[config.mk]
export PLATFORM = sky130hd
export DESIGN_NAME = basic_token_scanner
export DESIGN_NICKNAME = d
export VERILOG_FILES = /design/src/rtl/bts_pkg.sv /design/src/rtl/bts_ram.sv /design/src/rtl/bts_queue.sv /design/src/rtl/bts_front.sv /design/src/rtl/bts_back.sv /design/src/rtl/basic_token_scanner.sv
export SDC_FILE = /design/constraint.sdc
export NUM_CORES = 2
export LEC_CHECK = 0
export BUFFER_PORTS_ARGS = -buffer_cell sky130_fd_sc_hd__clkbuf_2
export CAP_MARGIN = 5
export CELL_PAD_IN_SITES_DETAIL_PLACEMENT = 0
export CELL_PAD_IN_SITES_GLOBAL_PLACEMENT = 1
export CORE_ASPECT_RATIO = 0.7
export CORE_MARGIN = 3
export CORE_UTILIZATION = 48
export DETAILED_ROUTE_END_ITERATION = 7
export PLACE_DENSITY = 0.74
export SLEW_MARGIN = 10
export SYNTH_ARGS = -nofsm -noshare
export SYNTH_HDL_FRONTEND = slang
export SYNTH_SLANG_ARGS = --single-unit
[constraint.sdc]
create_clock -name clock -period 39.7 [get_ports clock]
set_input_delay 5.955 -clock clock [delete_from_list [all_inputs] [get_ports clock]]
set_output_delay 5.955 -clock clock [all_outputs]
set_load 0.1 [all_outputs]
[src/rtl/bts_pkg.sv]
// ----------------------------------------------------------------------------
// bts_pkg
// Shared types, token codes and keyword table for the basic token scanner.
// ----------------------------------------------------------------------------
package bts_pkg;

   localparam int STRING_CAP_DEF = 64;
   localparam int NAME_CAP_DEF   = 9;
   localparam int QUEUE_DEPTH    = 4;
   localparam int QPTR_W         = $clog2(QUEUE_DEPTH);

   localparam logic [30:0] VAL_MAX   = 31'h7FFF_FFFF;
   localparam logic [30:0] FRAC_LIM  = 31'd214748363;
   localparam logic [15:0] LINE_MAX  = 16'hFFFF;

   localparam logic [5:0] K_EOF   = 6'd0;
   localparam logic [5:0] K_EOL   = 6'd1;
   localparam logic [5:0] K_STR   = 6'd2;
   localparam logic [5:0] K_INT   = 6'd3;
   localparam logic [5:0] K_REAL  = 6'd4;
   localparam logic [5:0] K_IDENT = 6'd5;
   localparam logic [5:0] K_KW0   = 6'd6;
   localparam logic [5:0] K_EQ    = 6'd23;
   localparam logic [5:0] K_PLUS  = 6'd24;
   localparam logic [5:0] K_MINUS = 6'd25;
   localparam logic [5:0] K_MUL   = 6'd26;
   localparam logic [5:0] K_DIV   = 6'd27;
   localparam logic [5:0] K_LPAR  = 6'd28;
   localparam logic [5:0] K_RPAR  = 6'd29;
   localparam logic [5:0] K_COMMA = 6'd30;
   localparam logic [5:0] K_SEMI  = 6'd31;
   localparam logic [5:0] K_COLON = 6'd32;
   localparam logic [5:0] K_LTE   = 6'd33;
   localparam logic [5:0] K_NEQ   = 6'd34;
   localparam logic [5:0] K_LT    = 6'd35;
   localparam logic [5:0] K_GTE   = 6'd36;
   localparam logic [5:0] K_GT    = 6'd37;
   localparam logic [5:0] K_ERR   = 6'd38;

   localparam logic [2:0] E_NONE     = 3'd0;
   localparam logic [2:0] E_UNTERM   = 3'd1;
   localparam logic [2:0] E_STR_LONG = 3'd2;
   localparam logic [2:0] E_NAME_LONG = 3'd3;
   localparam logic [2:0] E_BAD_CHAR = 3'd4;

   localparam logic [7:0] CH_NUL   = 8'h00;
   localparam logic [7:0] CH_TAB   = 8'h09;
   localparam logic [7:0] CH_LF    = 8'h0A;
   localparam logic [7:0] CH_CR    = 8'h0D;
   localparam logic [7:0] CH_SPACE = 8'h20;
   localparam logic [7:0] CH_QUOTE = 8'h22;
   localparam logic [7:0] CH_DOLLAR = 8'h24;
   localparam logic [7:0] CH_PCT   = 8'h25;
   localparam logic [7:0] CH_APOS  = 8'h27;
   localparam logic [7:0] CH_DOT   = 8'h2E;
   localparam logic [7:0] CH_LT    = 8'h3C;
   localparam logic [7:0] CH_EQ    = 8'h3D;
   localparam logic [7:0] CH_GT    = 8'h3E;

   // keyword names packed first byte lowest
   localparam logic [63:0] KW_NAME [17] = '{
      64'h0000_0000_0054_454C, 64'h0000_0054_4E49_5250,
      64'h0000_0054_5550_4E49, 64'h0000_0000_0000_4649,
      64'h0000_0000_4E45_4854, 64'h0000_0000_4553_4C45,
      64'h0000_0000_4F54_4F47, 64'h0000_0042_5553_4F47,
      64'h0000_4E52_5554_4552, 64'h0000_0000_0052_4F46,
      64'h0000_0000_0000_4F54, 64'h0000_0000_5045_5453,
      64'h0000_0000_5458_454E, 64'h0000_0000_0044_4E45,
      64'h0000_0000_0044_4E41, 64'h0000_0000_0000_524F,
      64'h0000_0000_0054_4F4E
   };

   localparam logic [23:0] REM_NAME = 24'h4D_45_52;

   typedef struct packed {
      logic [5:0]  kind;
      logic [15:0] line;
      logic [30:0] value;
      logic [5:0]  frac;
      logic [63:0] name;
      logic [3:0]  len;
      logic [2:0]  err;
      logic        drain;
      logic [5:0]  count;
   } cmd_type;

   typedef struct packed {
      logic       found;
      logic [5:0] kind;
   } kw_hit_type;

   function automatic kw_hit_type kw_lookup(input logic [63:0] name);
      kw_hit_type r;
      r.found = 1'b0;
      r.kind  = K_IDENT;
      for (int k = 0; k < 17; k++) begin
         if (!r.found && name == KW_NAME[k]) begin
            r.found = 1'b1;
            r.kind  = K_KW0 + 6'(k);
         end
      end
      return r;
   endfunction

endpackage

[src/rtl/bts_ram.sv]
// ----------------------------------------------------------------------------
// bts_ram
// Generic single write port RAM with registered read.
// ----------------------------------------------------------------------------
module bts_ram #(
   parameter int WIDTH = 8,
   parameter int DEPTH = 63,
   parameter int AW    = (DEPTH > 1) ? $clog2(DEPTH) : 1
) (
   input  logic             clock,
   input  logic             wr_en,
   input  logic [AW-1:0]    wr_addr,
   input  logic [WIDTH-1:0] wr_data,
   input  logic [AW-1:0]    rd_addr,
   output logic [WIDTH-1:0] rd_data
);

   logic [WIDTH-1:0] mem [DEPTH];
   logic [WIDTH-1:0] rd_data_ff;

   always_ff @(posedge clock) begin
      if (wr_en) begin
         mem[wr_addr] <= wr_data;
      end
      rd_data_ff <= mem[rd_addr];
   end

   assign rd_data = rd_data_ff;

endmodule

[src/rtl/bts_queue.sv]
// ----------------------------------------------------------------------------
// bts_queue
// Short command queue between the scanner front and the output back end.
// ----------------------------------------------------------------------------
module bts_queue (
   input  logic            clock,
   input  logic            reset,
   input  logic            push,
   input  bts_pkg::cmd_type push_cmd,
   output logic            full,
   input  logic            pop,
   output logic            head_valid,
   output bts_pkg::cmd_type head_cmd
);
   import bts_pkg::*;

   cmd_type           entry_ff [QUEUE_DEPTH];
   logic [QPTR_W-1:0] wr_ptr_ff, wr_ptr_in;
   logic [QPTR_W-1:0] rd_ptr_ff, rd_ptr_in;
   logic [QPTR_W:0]   fill_ff, fill_in;

   assign full       = (fill_ff == (QPTR_W+1)'(QUEUE_DEPTH));
   assign head_valid = (fill_ff != '0);
   assign head_cmd   = entry_ff[rd_ptr_ff];

   always_comb begin
      wr_ptr_in = wr_ptr_ff + QPTR_W'(push);
      rd_ptr_in = rd_ptr_ff + QPTR_W'(pop);
      fill_in   = fill_ff + (QPTR_W+1)'(push) - (QPTR_W+1)'(pop);
   end

   always_ff @(posedge clock) begin
      if (reset) begin
         wr_ptr_ff <= '0;
         rd_ptr_ff <= '0;
         fill_ff   <= '0;
      end else begin
         wr_ptr_ff <= wr_ptr_in;
         rd_ptr_ff <= rd_ptr_in;
         fill_ff   <= fill_in;
      end
      if (push) begin
         entry_ff[wr_ptr_ff] <= push_cmd;
      end
   end

endmodule

[src/rtl/bts_front.sv]
// ----------------------------------------------------------------------------
// bts_front
// Scanner front end: takes source bytes, tracks lexer state, queues tokens.
// ----------------------------------------------------------------------------
module bts_front #(
   parameter int STRING_CAP = bts_pkg::STRING_CAP_DEF,
   parameter int NAME_CAP   = bts_pkg::NAME_CAP_DEF,
   parameter int AW         = 6
) (
   input  logic             clock,
   input  logic             reset,
   input  logic             req_valid,
   output logic             req_ready,
   input  logic [7:0]       req_char_code,
   output logic             push,
   output bts_pkg::cmd_type push_cmd,
   input  logic             queue_full,
   input  logic             drain_done,
   output logic             ram_we,
   output logic [AW-1:0]    ram_waddr,
   output logic [7:0]       ram_wdata
);
   import bts_pkg::*;

   localparam logic [3:0] NAME_LIMIT = 4'(NAME_CAP - 2);
   localparam logic [5:0] STR_LIMIT  = 6'(STRING_CAP - 1);

   typedef enum logic [9:0] {
      M_IDLE    = 10'b00_0000_0001,
      M_COMMENT = 10'b00_0000_0010,
      M_INT     = 10'b00_0000_0100,
      M_DOT     = 10'b00_0000_1000,
      M_FRAC    = 10'b00_0001_0000,
      M_IDENT   = 10'b00_0010_0000,
      M_STRING  = 10'b00_0100_0000,
      M_LT      = 10'b00_1000_0000,
      M_GT      = 10'b01_0000_0000,
      M_BADDOT  = 10'b10_0000_0000
   } mode_type;

   mode_type    mode_ff, mode_in;
   logic [15:0] line_ff, line_in;
   logic [30:0] val_ff, val_in;
   logic [5:0]  frac_ff, frac_in;
   logic [63:0] name_ff, name_in;
   logic [3:0]  ncount_ff, ncount_in;
   logic [5:0]  scount_ff, scount_in;
   logic        halted_ff, halt_set;
   logic [7:0]  byte_ff;
   logic        busy_ff;
   logic        pend_ff;
   logic        finish, wr, stall, commit;

   logic        is_digit, is_alpha, is_sigil, rem_ok, is_rem_word;
   logic [3:0]  digit;
   logic [7:0]  up;
   logic [34:0] mul10;
   kw_hit_type  kw;

   assign req_ready = !busy_ff;

   always_comb begin
      is_digit = (byte_ff >= 8'h30) && (byte_ff <= 8'h39);
      is_alpha = ((byte_ff >= 8'h41) && (byte_ff <= 8'h5A)) ||
                 ((byte_ff >= 8'h61) && (byte_ff <= 8'h7A));
      is_sigil = (byte_ff == CH_DOLLAR) || (byte_ff == CH_PCT);
      digit    = byte_ff[3:0];
      up       = ((byte_ff >= 8'h61) && (byte_ff <= 8'h7A)) ? byte_ff - 8'd32 : byte_ff;
      mul10    = ({4'b0, val_ff} << 3) + ({4'b0, val_ff} << 1) + {31'b0, digit};
      kw       = kw_lookup(name_ff);
      // name so far is a proper prefix of REM and the new byte extends it
      rem_ok   = 1'b0;
      unique case (ncount_ff)
         4'd1:    rem_ok = (name_ff[7:0] == REM_NAME[7:0]) && (up == REM_NAME[15:8]);
         4'd2:    rem_ok = (name_ff[15:0] == REM_NAME[15:0]) && (up == REM_NAME[23:16]);
         default: rem_ok = 1'b0;
      endcase
      is_rem_word = (ncount_ff == 4'd3) && (name_ff[23:0] == REM_NAME);
   end

   always_comb begin
      mode_in   = mode_ff;
      line_in   = line_ff;
      val_in    = val_ff;
      frac_in   = frac_ff;
      name_in   = name_ff;
      ncount_in = ncount_ff;
      scount_in = scount_ff;
      push      = 1'b0;
      push_cmd  = '0;
      push_cmd.line = line_ff;
      finish    = 1'b0;
      halt_set  = 1'b0;
      wr        = 1'b0;
      if (busy_ff) begin
         unique case (mode_ff) inside
            M_IDLE: begin
               finish = 1'b1;
               case (byte_ff) inside
                  CH_SPACE, CH_TAB, CH_CR: ;
                  CH_NUL: begin
                     push = 1'b1;
                     push_cmd.kind = K_EOF;
                  end
                  CH_LF: begin
                     push = 1'b1;
                     push_cmd.kind = K_EOL;
                     if (line_ff != LINE_MAX) begin
                        line_in = line_ff + 16'd1;
                     end
                  end
                  CH_APOS:  mode_in = M_COMMENT;
                  CH_QUOTE: begin
                     mode_in   = M_STRING;
                     scount_in = '0;
                  end
                  CH_LT: mode_in = M_LT;
                  CH_GT: mode_in = M_GT;
                  CH_EQ:  begin push = 1'b1; push_cmd.kind = K_EQ;    end
                  8'h2B:  begin push = 1'b1; push_cmd.kind = K_PLUS;  end
                  8'h2D:  begin push = 1'b1; push_cmd.kind = K_MINUS; end
                  8'h2A:  begin push = 1'b1; push_cmd.kind = K_MUL;   end
                  8'h2F:  begin push = 1'b1; push_cmd.kind = K_DIV;   end
                  8'h28:  begin push = 1'b1; push_cmd.kind = K_LPAR;  end
                  8'h29:  begin push = 1'b1; push_cmd.kind = K_RPAR;  end
                  8'h2C:  begin push = 1'b1; push_cmd.kind = K_COMMA; end
                  8'h3B:  begin push = 1'b1; push_cmd.kind = K_SEMI;  end
                  8'h3A:  begin push = 1'b1; push_cmd.kind = K_COLON; end
                  default: begin
                     if (is_digit) begin
                        mode_in = M_INT;
                        val_in  = {27'b0, digit};
                        frac_in = '0;
                     end else if (is_alpha) begin
                        mode_in   = M_IDENT;
                        name_in   = {56'b0, up};
                        ncount_in = 4'd1;
                     end else begin
                        push = 1'b1;
                        push_cmd.kind = K_ERR;
                        push_cmd.err  = E_BAD_CHAR;
                        halt_set = 1'b1;
                     end
                  end
               endcase
            end
            M_COMMENT: begin
               if (byte_ff == CH_LF || byte_ff == CH_NUL) begin
                  mode_in = M_IDLE;
               end else begin
                  finish = 1'b1;
               end
            end
            M_INT: begin
               if (is_digit) begin
                  finish = 1'b1;
                  val_in = (mul10 > {4'b0, VAL_MAX}) ? VAL_MAX : mul10[30:0];
               end else if (byte_ff == CH_DOT) begin
                  finish  = 1'b1;
                  mode_in = M_DOT;
               end else begin
                  push = 1'b1;
                  push_cmd.kind  = K_INT;
                  push_cmd.value = val_ff;
                  mode_in = M_IDLE;
               end
            end
            M_DOT, M_FRAC: begin
               if (is_digit) begin
                  finish  = 1'b1;
                  mode_in = M_FRAC;
                  if (val_ff <= FRAC_LIM && frac_ff < 6'd63) begin
                     val_in  = mul10[30:0];
                     frac_in = frac_ff + 6'd1;
                  end
               end else begin
                  push = 1'b1;
                  push_cmd.value = val_ff;
                  if (mode_ff == M_DOT) begin
                     push_cmd.kind = K_INT;
                     mode_in = M_BADDOT;
                  end else begin
                     push_cmd.kind = K_REAL;
                     push_cmd.frac = frac_ff;
                     mode_in = M_IDLE;
                  end
               end
            end
            M_BADDOT: begin
               finish  = 1'b1;
               mode_in = M_IDLE;
               push    = 1'b1;
               push_cmd.kind = K_ERR;
               push_cmd.err  = E_BAD_CHAR;
               halt_set = 1'b1;
            end
            M_IDENT: begin
               if (is_digit || is_alpha) begin
                  finish = 1'b1;
                  if (ncount_ff >= NAME_LIMIT && !rem_ok) begin
                     push = 1'b1;
                     push_cmd.kind = K_ERR;
                     push_cmd.err  = E_NAME_LONG;
                     halt_set = 1'b1;
                  end else if (ncount_ff < 4'd8) begin
                     name_in   = name_ff | ({56'b0, up} << {ncount_ff[2:0], 3'b000});
                     ncount_in = ncount_ff + 4'd1;
                  end
               end else if (is_rem_word && !is_sigil) begin
                  mode_in = M_COMMENT;
               end else begin
                  mode_in = M_IDLE;
                  push    = 1'b1;
                  push_cmd.name = name_ff;
                  push_cmd.len  = ncount_ff;
                  if (kw.found) begin
                     push_cmd.kind = kw.kind;
                  end else begin
                     push_cmd.kind = K_IDENT;
                     if (is_sigil) begin
                        finish = 1'b1;
                        if (ncount_ff < 4'd8) begin
                           push_cmd.name = name_ff |
                              ({56'b0, byte_ff} << {ncount_ff[2:0], 3'b000});
                           push_cmd.len  = ncount_ff + 4'd1;
                        end
                     end
                  end
               end
            end
            M_STRING: begin
               finish = 1'b1;
               if (byte_ff == CH_QUOTE) begin
                  mode_in = M_IDLE;
                  push    = 1'b1;
                  push_cmd.kind  = K_STR;
                  push_cmd.drain = (scount_ff != '0);
                  push_cmd.count = scount_ff;
               end else if (byte_ff == CH_NUL || byte_ff == CH_LF) begin
                  push = 1'b1;
                  push_cmd.kind = K_ERR;
                  push_cmd.err  = E_UNTERM;
                  halt_set = 1'b1;
               end else if (scount_ff >= STR_LIMIT || scount_ff >= 6'd63) begin
                  push = 1'b1;
                  push_cmd.kind = K_ERR;
                  push_cmd.err  = E_STR_LONG;
                  halt_set = 1'b1;
               end else begin
                  wr        = 1'b1;
                  scount_in = scount_ff + 6'd1;
               end
            end
            M_LT, M_GT: begin
               mode_in = M_IDLE;
               push    = 1'b1;
               if (byte_ff == CH_EQ) begin
                  finish = 1'b1;
                  push_cmd.kind = (mode_ff == M_LT) ? K_LTE : K_GTE;
               end else if (mode_ff == M_LT && byte_ff == CH_GT) begin
                  finish = 1'b1;
                  push_cmd.kind = K_NEQ;
               end else begin
                  push_cmd.kind = (mode_ff == M_LT) ? K_LT : K_GT;
               end
            end
            default: mode_in = M_IDLE;
         endcase
      end
      stall  = (push && queue_full) || (wr && pend_ff);
      commit = busy_ff && !stall;
   end

   assign ram_we    = wr && commit;
   assign ram_waddr = scount_ff[AW-1:0];
   assign ram_wdata = byte_ff;

   always_ff @(posedge clock) begin
      if (reset) begin
         mode_ff   <= M_IDLE;
         line_ff   <= 16'd1;
         val_ff    <= '0;
         frac_ff   <= '0;
         name_ff   <= '0;
         ncount_ff <= '0;
         scount_ff <= '0;
         halted_ff <= 1'b0;
         busy_ff   <= 1'b0;
         pend_ff   <= 1'b0;
      end else begin
         if (req_valid && req_ready) begin
            busy_ff <= !halted_ff;
         end
         if (commit) begin
            mode_ff   <= mode_in;
            line_ff   <= line_in;
            val_ff    <= val_in;
            frac_ff   <= frac_in;
            name_ff   <= name_in;
            ncount_ff <= ncount_in;
            scount_ff <= scount_in;
            if (halt_set) begin
               halted_ff <= 1'b1;
            end
            if (finish) begin
               busy_ff <= 1'b0;
            end
         end
         if (commit && push && push_cmd.drain) begin
            pend_ff <= 1'b1;
         end else if (drain_done) begin
            pend_ff <= 1'b0;
         end
      end
      if (req_valid && req_ready) begin
         byte_ff <= req_char_code;
      end
   end

endmodule

[src/rtl/bts_back.sv]
// ----------------------------------------------------------------------------
// bts_back
// Output back end: delivers queued tokens and drains buffered strings.
// ----------------------------------------------------------------------------
module bts_back #(
   parameter int AW = 6
) (
   input  logic             clock,
   input  logic             reset,
   input  logic             head_valid,
   input  bts_pkg::cmd_type head_cmd,
   output logic             pop,
   output logic             drain_done,
   output logic [AW-1:0]    ram_raddr,
   input  logic [7:0]       ram_rdata,
   output logic             rsp_valid,
   input  logic             rsp_ready,
   output logic [5:0]       rsp_kind,
   output logic [15:0]      rsp_line_number,
   output logic [30:0]      rsp_number_value,
   output logic [5:0]       rsp_frac_digits,
   output logic [63:0]      rsp_name_text,
   output logic [3:0]       rsp_name_length,
   output logic [7:0]       rsp_string_char,
   output logic             rsp_char_valid,
   output logic             rsp_last,
   output logic [2:0]       rsp_error_code
);
   import bts_pkg::*;

   typedef enum logic [1:0] {
      B_CMD   = 2'b01,
      B_DRAIN = 2'b10
   } back_state_type;

   back_state_type st_ff;
   logic [5:0]  idx_ff, cnt_ff;
   logic [15:0] dline_ff;
   logic        rd_ok_ff;
   logic        done_ff;
   logic        out_free;
   logic        load_char;

   logic        valid_ff, valid_in;
   logic [5:0]  kind_ff;
   logic [15:0] line_ff;
   logic [30:0] value_ff;
   logic [5:0]  frac_ff;
   logic [63:0] name_ff;
   logic [3:0]  len_ff;
   logic [7:0]  char_ff;
   logic        cvalid_ff;
   logic        last_ff;
   logic [2:0]  err_ff;

   assign out_free   = !valid_ff || rsp_ready;
   assign pop        = (st_ff == B_CMD) && head_valid && out_free;
   assign load_char  = (st_ff == B_DRAIN) && rd_ok_ff && out_free;
   assign ram_raddr  = idx_ff[AW-1:0];
   assign drain_done = done_ff;

   always_comb begin
      valid_in = valid_ff && !rsp_ready;
      if ((pop && !head_cmd.drain) || load_char) begin
         valid_in = 1'b1;
      end
   end

   always_ff @(posedge clock) begin
      if (reset) begin
         st_ff    <= B_CMD;
         valid_ff <= 1'b0;
         rd_ok_ff <= 1'b0;
         done_ff  <= 1'b0;
         idx_ff   <= '0;
      end else begin
         done_ff  <= 1'b0;
         valid_ff <= valid_in;
         unique case (st_ff)
            B_CMD: begin
               if (pop && head_cmd.drain) begin
                  st_ff    <= B_DRAIN;
                  idx_ff   <= '0;
                  rd_ok_ff <= 1'b0;
               end
            end
            B_DRAIN: begin
               if (!rd_ok_ff) begin
                  rd_ok_ff <= 1'b1;
               end else if (out_free) begin
                  rd_ok_ff <= 1'b0;
                  if (idx_ff == cnt_ff - 6'd1) begin
                     st_ff   <= B_CMD;
                     done_ff <= 1'b1;
                  end else begin
                     idx_ff <= idx_ff + 6'd1;
                  end
               end
            end
            default: st_ff <= B_CMD;
         endcase
      end
      if (pop) begin
         cnt_ff   <= head_cmd.count;
         dline_ff <= head_cmd.line;
         kind_ff  <= head_cmd.kind;
         line_ff  <= head_cmd.line;
         value_ff <= head_cmd.value;
         frac_ff  <= head_cmd.frac;
         name_ff  <= head_cmd.name;
         len_ff   <= head_cmd.len;
         err_ff   <= head_cmd.err;
         char_ff  <= '0;
         cvalid_ff <= 1'b0;
         last_ff  <= 1'b1;
      end else if (load_char) begin
         kind_ff  <= K_STR;
         line_ff  <= dline_ff;
         value_ff <= '0;
         frac_ff  <= '0;
         name_ff  <= '0;
         len_ff   <= '0;
         err_ff   <= E_NONE;
         char_ff  <= ram_rdata;
         cvalid_ff <= 1'b1;
         last_ff  <= (idx_ff == cnt_ff - 6'd1);
      end
   end

   assign rsp_valid        = valid_ff;
   assign rsp_kind         = kind_ff;
   assign rsp_line_number  = line_ff;
   assign rsp_number_value = value_ff;
   assign rsp_frac_digits  = frac_ff;
   assign rsp_name_text    = name_ff;
   assign rsp_name_length  = len_ff;
   assign rsp_string_char  = char_ff;
   assign rsp_char_valid   = cvalid_ff;
   assign rsp_last         = last_ff;
   assign rsp_error_code   = err_ff;

endmodule

[src/rtl/basic_token_scanner.sv]
// ----------------------------------------------------------------------------
// basic_token_scanner
// Streaming lexer for a small BASIC dialect, one source byte per transaction.
// Usage:
//   req_ carries one source byte per transaction, 0 marking end of text.
//   rsp_ carries tokens tagged with their line; a string literal comes out
//   as a run of character transactions, the final one with rsp_last set.
//   A byte is registered when taken and scanned in the next cycle, and no
//   new byte is taken until its scan is done; a byte that ends a token is
//   scanned again in the new mode, so after REM a line feed is scanned in
//   the name, comment and idle modes in turn. A token goes from the scan of
//   the byte that completes it through the token queue to the rsp_ outputs.
//   A string drains one character at a time through the registered string
//   buffer read port, each character waiting for its read to complete.
//   Characters of a following string wait until the drain is done.
//   A stalled receiver fills the four-entry token queue and then holds
//   req_ready low; no token is lost.
//   Reset returns the scanner to line one, idle. After an error token the
//   block drops all further bytes until reset.
// ----------------------------------------------------------------------------
module basic_token_scanner #(
   parameter int STRING_CAP = bts_pkg::STRING_CAP_DEF,
   parameter int NAME_CAP   = bts_pkg::NAME_CAP_DEF
) (
   input  logic        clock,
   input  logic        reset,
   input  logic        req_valid,
   output logic        req_ready,
   input  logic [7:0]  req_char_code,
   output logic        rsp_valid,
   input  logic        rsp_ready,
   output logic [5:0]  rsp_kind,
   output logic [15:0] rsp_line_number,
   output logic [30:0] rsp_number_value,
   output logic [5:0]  rsp_frac_digits,
   output logic [63:0] rsp_name_text,
   output logic [3:0]  rsp_name_length,
   output logic [7:0]  rsp_string_char,
   output logic        rsp_char_valid,
   output logic        rsp_last,
   output logic [2:0]  rsp_error_code
);
   import bts_pkg::*;

   localparam int STR_DEPTH = STRING_CAP - 1;
   localparam int AW        = (STR_DEPTH > 1) ? $clog2(STR_DEPTH) : 1;

   cmd_type          push_cmd, head_cmd;
   logic             push, pop, queue_full, head_valid, drain_done;
   logic             ram_we;
   logic [AW-1:0]    ram_waddr, ram_raddr;
   logic [7:0]       ram_wdata, ram_rdata;

   bts_front #(
      .STRING_CAP(STRING_CAP),
      .NAME_CAP(NAME_CAP),
      .AW(AW)
   ) u_front (
      .clock(clock),
      .reset(reset),
      .req_valid(req_valid),
      .req_ready(req_ready),
      .req_char_code(req_char_code),
      .push(push),
      .push_cmd(push_cmd),
      .queue_full(queue_full),
      .drain_done(drain_done),
      .ram_we(ram_we),
      .ram_waddr(ram_waddr),
      .ram_wdata(ram_wdata)
   );

   bts_queue u_queue (
      .clock(clock),
      .reset(reset),
      .push(push && !queue_full),
      .push_cmd(push_cmd),
      .full(queue_full),
      .pop(pop),
      .head_valid(head_valid),
      .head_cmd(head_cmd)
   );

   bts_ram #(
      .WIDTH(8),
      .DEPTH(STR_DEPTH),
      .AW(AW)
   ) u_str_ram (
      .clock(clock),
      .wr_en(ram_we),
      .wr_addr(ram_waddr),
      .wr_data(ram_wdata),
      .rd_addr(ram_raddr),
      .rd_data(ram_rdata)
   );

   bts_back #(
      .AW(AW)
   ) u_back (
      .clock(clock),
      .reset(reset),
      .head_valid(head_valid),
      .head_cmd(head_cmd),
      .pop(pop),
      .drain_done(drain_done),
      .ram_raddr(ram_raddr),
      .ram_rdata(ram_rdata),
      .rsp_valid(rsp_valid),
      .rsp_ready(rsp_ready),
      .rsp_kind(rsp_kind),
      .rsp_line_number(rsp_line_number),
      .rsp_number_value(rsp_number_value),
      .rsp_frac_digits(rsp_frac_digits),
      .rsp_name_text(rsp_name_text),
      .rsp_name_length(rsp_name_length),
      .rsp_string_char(rsp_string_char),
      .rsp_char_valid(rsp_char_valid),
      .rsp_last(rsp_last),
      .rsp_error_code(rsp_error_code)
   );

endmodule
==> summary.txt <==
post-synthesis async set-or-reset flop share -> 0
via count of the routed design -> 32300
Ant. Diodes -> 0
kind of start point of the critical path -> input pin
Static Leak -> 21.7 nW
register bit count reported by yosys -> 1388
global-route wire length before repair -> 206000 um
commonest non-fill, non-tap cell in the layout -> sky130_fd_sc_hd__edfxtp_1
CTS Root Buffer Type -> sky130_fd_sc_hd__clkbuf_16
Die Wd -> 419 um
sequential power share -> 0.434
Sink Count -> 1388
cell count after placement -> 5065
router iterations before antenna repair -> 6
number of nets in the final layout -> 3744
cells traversed along the worst timing path -> clkbuf_2, nand2b_4, nand2_1, inv_2, ha_1, inv_1, ha_1, inv_1, fa_1, xor2_1, xnor2_1, nor2_1
area growth from synthesis to layout -> 12.1%
Pwr Density -> 68.0 mW/mm^2
number of maximum-capacitance constraint violations -> 0
Resize count post-CTS -> 0
number of DRC violations after detailed routing -> 0
site row count -> 105
Boundary Pins -> 154
summed negative setup slack over all endpoints -> 0 ns
number of buffers inserted to repair setup after CTS -> 0
placeable core region -> 0.118 sq mm
switching fraction of total power -> 0.351
Worst Reg-to-Reg Cells -> 12
post-route clock period utilization -> 0.224
critical path endpoint category -> register
number of buffer cells added on primary ports -> 153
cell at the slowest stage of the critical path -> sky130_fd_sc_hd__inv_2
number of antenna violations at the first check in global routing -> 5
Die Footprint -> 0.124 sq mm
Clock Tree Buf Depth -> 3
largest net degree at the start of global routing -> 91
headroom to the max-slew limit -> 0.198
number of vias per cell -> 6.08
CTS Hold Buffers Added -> 0
hold violation total from the final report -> 0
clock tree from TritonCTS -> yes
Critical Setup Path Class -> input pin to register
number of flops mapped to enable cells by yosys -> 1212
die outline height -> 295 um
clock buffer count from CTS -> 135
class of the tightest hold or removal check -> register to register
internal power of the cells -> 2.83 mW
f_max -> 0.112 GHz
overall global routing resource usage -> 0.224
final non-filler cell total -> 5306
Detailed Place HPWL -> 88100 um
Most used DFF post-synth -> sky130_fd_sc_hd__edfxtp_1
peak supply drop -> 0.0657 mV
cell area after technology mapping -> 0.0572 sq mm
unrepaired setup endpoints after global routing -> false
drt first-iter violations -> 3634
level count of the clock H-tree -> 4
later-pin clock latency in the skew report -> 0.76 ns
portion of the post-synthesis area used by sequential elements -> 0.697
Detailed Route WL -> 138000 um
delay contributed by the slowest stage of the critical path -> 0.97 ns
share of power burned in combinational logic -> 0.270
Syn Area/Cell -> 16.3 sq um
Worst Skew -> 0.0284 ns
post-route ant nets -> 0
clock network fraction of design power -> 0.296
post-layout minimum cycle time -> 8.91 ns
status -> completed
count of endpoints failing setup in the final report -> 0
Final GP Congestion -> 0.899
top library cells by usage in the layout, fill and taps aside -> 1212 x sky130_fd_sc_hd__edfxtp_1, 297 x sky130_fd_sc_hd__mux4_2, 271 x sky130_fd_sc_hd__nor2_1, 206 x sky130_fd_sc_hd__and3_1, 170 x sky130_fd_sc_hd__dfxtp_1
fraction of final layout cells with drive strength greater than 1 -> 0.199
WP data arrival -> 9.51 ns
clock-pin slew reported for the worst setup and hold paths after clock tree synthesis -> 0.06 ns
WL per Instance -> 26.0 um
Worst Tran Pin Value -> 1.19 ns
via count of the first global-routing pass -> 31000
max-slew violation count -> 0
gr ovfl total -> 0
depth of the worst hold-timing path -> 2
Starting Density -> 0.486
number of distinct library cells after synthesis -> 88
net switching component of the power -> 1.53 mW
maximum fanout along the worst path -> 51
synthesized instance count -> 3503
required time of the critical path -> 40.30 ns
Synthesis Warnings -> 0
syn_nets -> 3595
-- final timing paths --
kind | start | endpoint | slack, ns
worst min-delay path | u_str_ram.rd_data[0] | u_back.rsp_string_char[0] | 0.43
worst min register to register | u_str_ram.rd_data[0] | u_back.rsp_string_char[0] | 0.43
worst max register to register | u_front.ram_wdata[0] | u_str_ram.mem[28][1] | 33.58
worst max-delay path | rsp_ready | u_queue.fill_ff[2] | 30.79
-- area by class of cell --
class	instances	area (sq um)
fillers	9193	53600
clock buffers	175	3670
flip-flops and latches	1388	39900
repair buffers	214	1230
inverters	34	128
multi-input cells	1879	16500
clock inverters	65	753
well taps	1551	1940
-- state kept, by name (all words and copies together) (netlist names), 8 cells and up --
register                 count
u_queue.entry_ff           548
u_str_ram.rd_data            8
u_str_ram.mem              504
u_front.ram_wdata            8
u_front.val_ff              31
u_front.name_ff             64
u_back.dline_ff             16
u_back.rsp_string_char       8
u_back.rsp_number_value     31
u_front.line_ff             16
u_back.rsp_line_number      16
u_back.rsp_name_text        64
u_front.mode_ff             10
-- critical path, delay by kind of cell --
family,cells,cell delay (ns)
buffers and inverters,4,1.15
and+or+nand+nor,3,1.15
adders and majority gates,3,0.89
xor gates and xnor gates,2,0.33
-- power by group through the flow --
| stage | logic [mW] | registers, mW | clock network, mW |
|---|---|---|---|
| 4_1_cts | 1.19 | 1.90 | 1.31 |
| 3_3_place_gp | 1.19 | 1.92 | 0 |
| 5_1_grt | 1.25 | 1.91 | 1.38 |
| 2_1_floorplan | 0.426 | 2.44 | 0 |
| 3_5_place_dp | 1.19 | 1.93 | 0 |
| 6_report | 1.18 | 1.89 | 1.29 |
-- synth_stat cells (9+ instances only) --
| library cell | count | share of area |
|---|---|---|
| sky130_fd_sc_hd__nor3b_1 | 13 | 0.0017 |
| sky130_fd_sc_hd__nand2_1 | 165 | 0.011 |
| sky130_fd_sc_hd__dfxtp_1 | 176 | 0.062 |
| sky130_fd_sc_hd__clkbuf_1 | 159 | 0.010 |
| sky130_fd_sc_hd__buf_1 | 36 | 0.0024 |
| sky130_fd_sc_hd__o21a_1 | 36 | 0.0047 |
| sky130_fd_sc_hd__and4_1 | 11 | 0.0017 |
| sky130_fd_sc_hd__nand3b_1 | 9 | 0.0012 |
| sky130_fd_sc_hd__a21oi_1 | 113 | 0.0099 |
| sky130_fd_sc_hd__nand3_1 | 57 | 0.0050 |
| sky130_fd_sc_hd__o211ai_1 | 13 | 0.0017 |
| sky130_fd_sc_hd__nand2b_1 | 32 | 0.0035 |
| sky130_fd_sc_hd__or3_1 | 19 | 0.0021 |
| sky130_fd_sc_hd__or2_2 | 11 | 0.0012 |
| sky130_fd_sc_hd__a211oi_1 | 22 | 0.0029 |
| sky130_fd_sc_hd__nor2_1 | 275 | 0.018 |
| sky130_fd_sc_hd__ha_1 | 77 | 0.017 |
| sky130_fd_sc_hd__nor3_1 | 52 | 0.0045 |
| sky130_fd_sc_hd__mux4_2 | 297 | 0.12 |
| sky130_fd_sc_hd__and2_1 | 18 | 0.0020 |
| sky130_fd_sc_hd__or4_1 | 13 | 0.0017 |
| sky130_fd_sc_hd__and3_1 | 206 | 0.023 |
| sky130_fd_sc_hd__mux2i_1 | 14 | 0.0024 |
| sky130_fd_sc_hd__a22oi_1 | 11 | 0.0014 |
| sky130_fd_sc_hd__nor4_1 | 41 | 0.0045 |
| sky130_fd_sc_hd__nor2b_1 | 26 | 0.0028 |
| sky130_fd_sc_hd__xor2_1 | 35 | 0.0054 |
| sky130_fd_sc_hd__a31oi_1 | 36 | 0.0039 |
| sky130_fd_sc_hd__a21o_1 | 15 | 0.0020 |
| sky130_fd_sc_hd__o21ai_0 | 65 | 0.0057 |
| sky130_fd_sc_hd__a221o_1 | 16 | 0.0028 |
| sky130_fd_sc_hd__nand4_1 | 37 | 0.0040 |
| sky130_fd_sc_hd__xnor2_1 | 31 | 0.0047 |
| sky130_fd_sc_hd__edfxtp_1 | 1212 | 0.64 |
| sky130_fd_sc_hd__inv_1 | 31 | 0.0020 |
-- cell families after synthesis --
family / synth area share
AOI/OAI and AO/OA: 0.0465
buffers and inverters: 0.0157
DFF: 0.697
and+or+nand+nor: 0.0929
muxes: 0.119
xor gates and xnor gates: 0.0101
adders and majority gates: 0.0181
-- per-layer routing --
layer / vias to the layer above / track usage / routed length [um]
met4: 2 / 0.0548 / 2700
li1: 14300 / - / -
met2: 1240 / 0.316 / 59300
met1: 16600 / 0.359 / 64900
met5: - / 0 / 9
met3: 174 / 0.0459 / 10900
-- stage by stage --
step | instance area (sq um) | hold WS (ns) | util | setup WS (ns) | power (mW)
after global routing | 64200 | 0.442 | 0.545 | 30.48 | 4.53
final | 64200 | 0.434 | 0.545 | 30.79 | 4.36
after floorplan | 57200 | 0.417 | - | 26.24 | 2.87
after CTS | 64100 | 0.428 | 0.545 | 30.80 | 4.41
after detailed placement | 59700 | 0.427 | 0.507 | 30.00 | 3.12
after global placement | 59700 | 0.420 | 0.507 | 29.98 | 3.11
(Power assumes the default switching activity.)
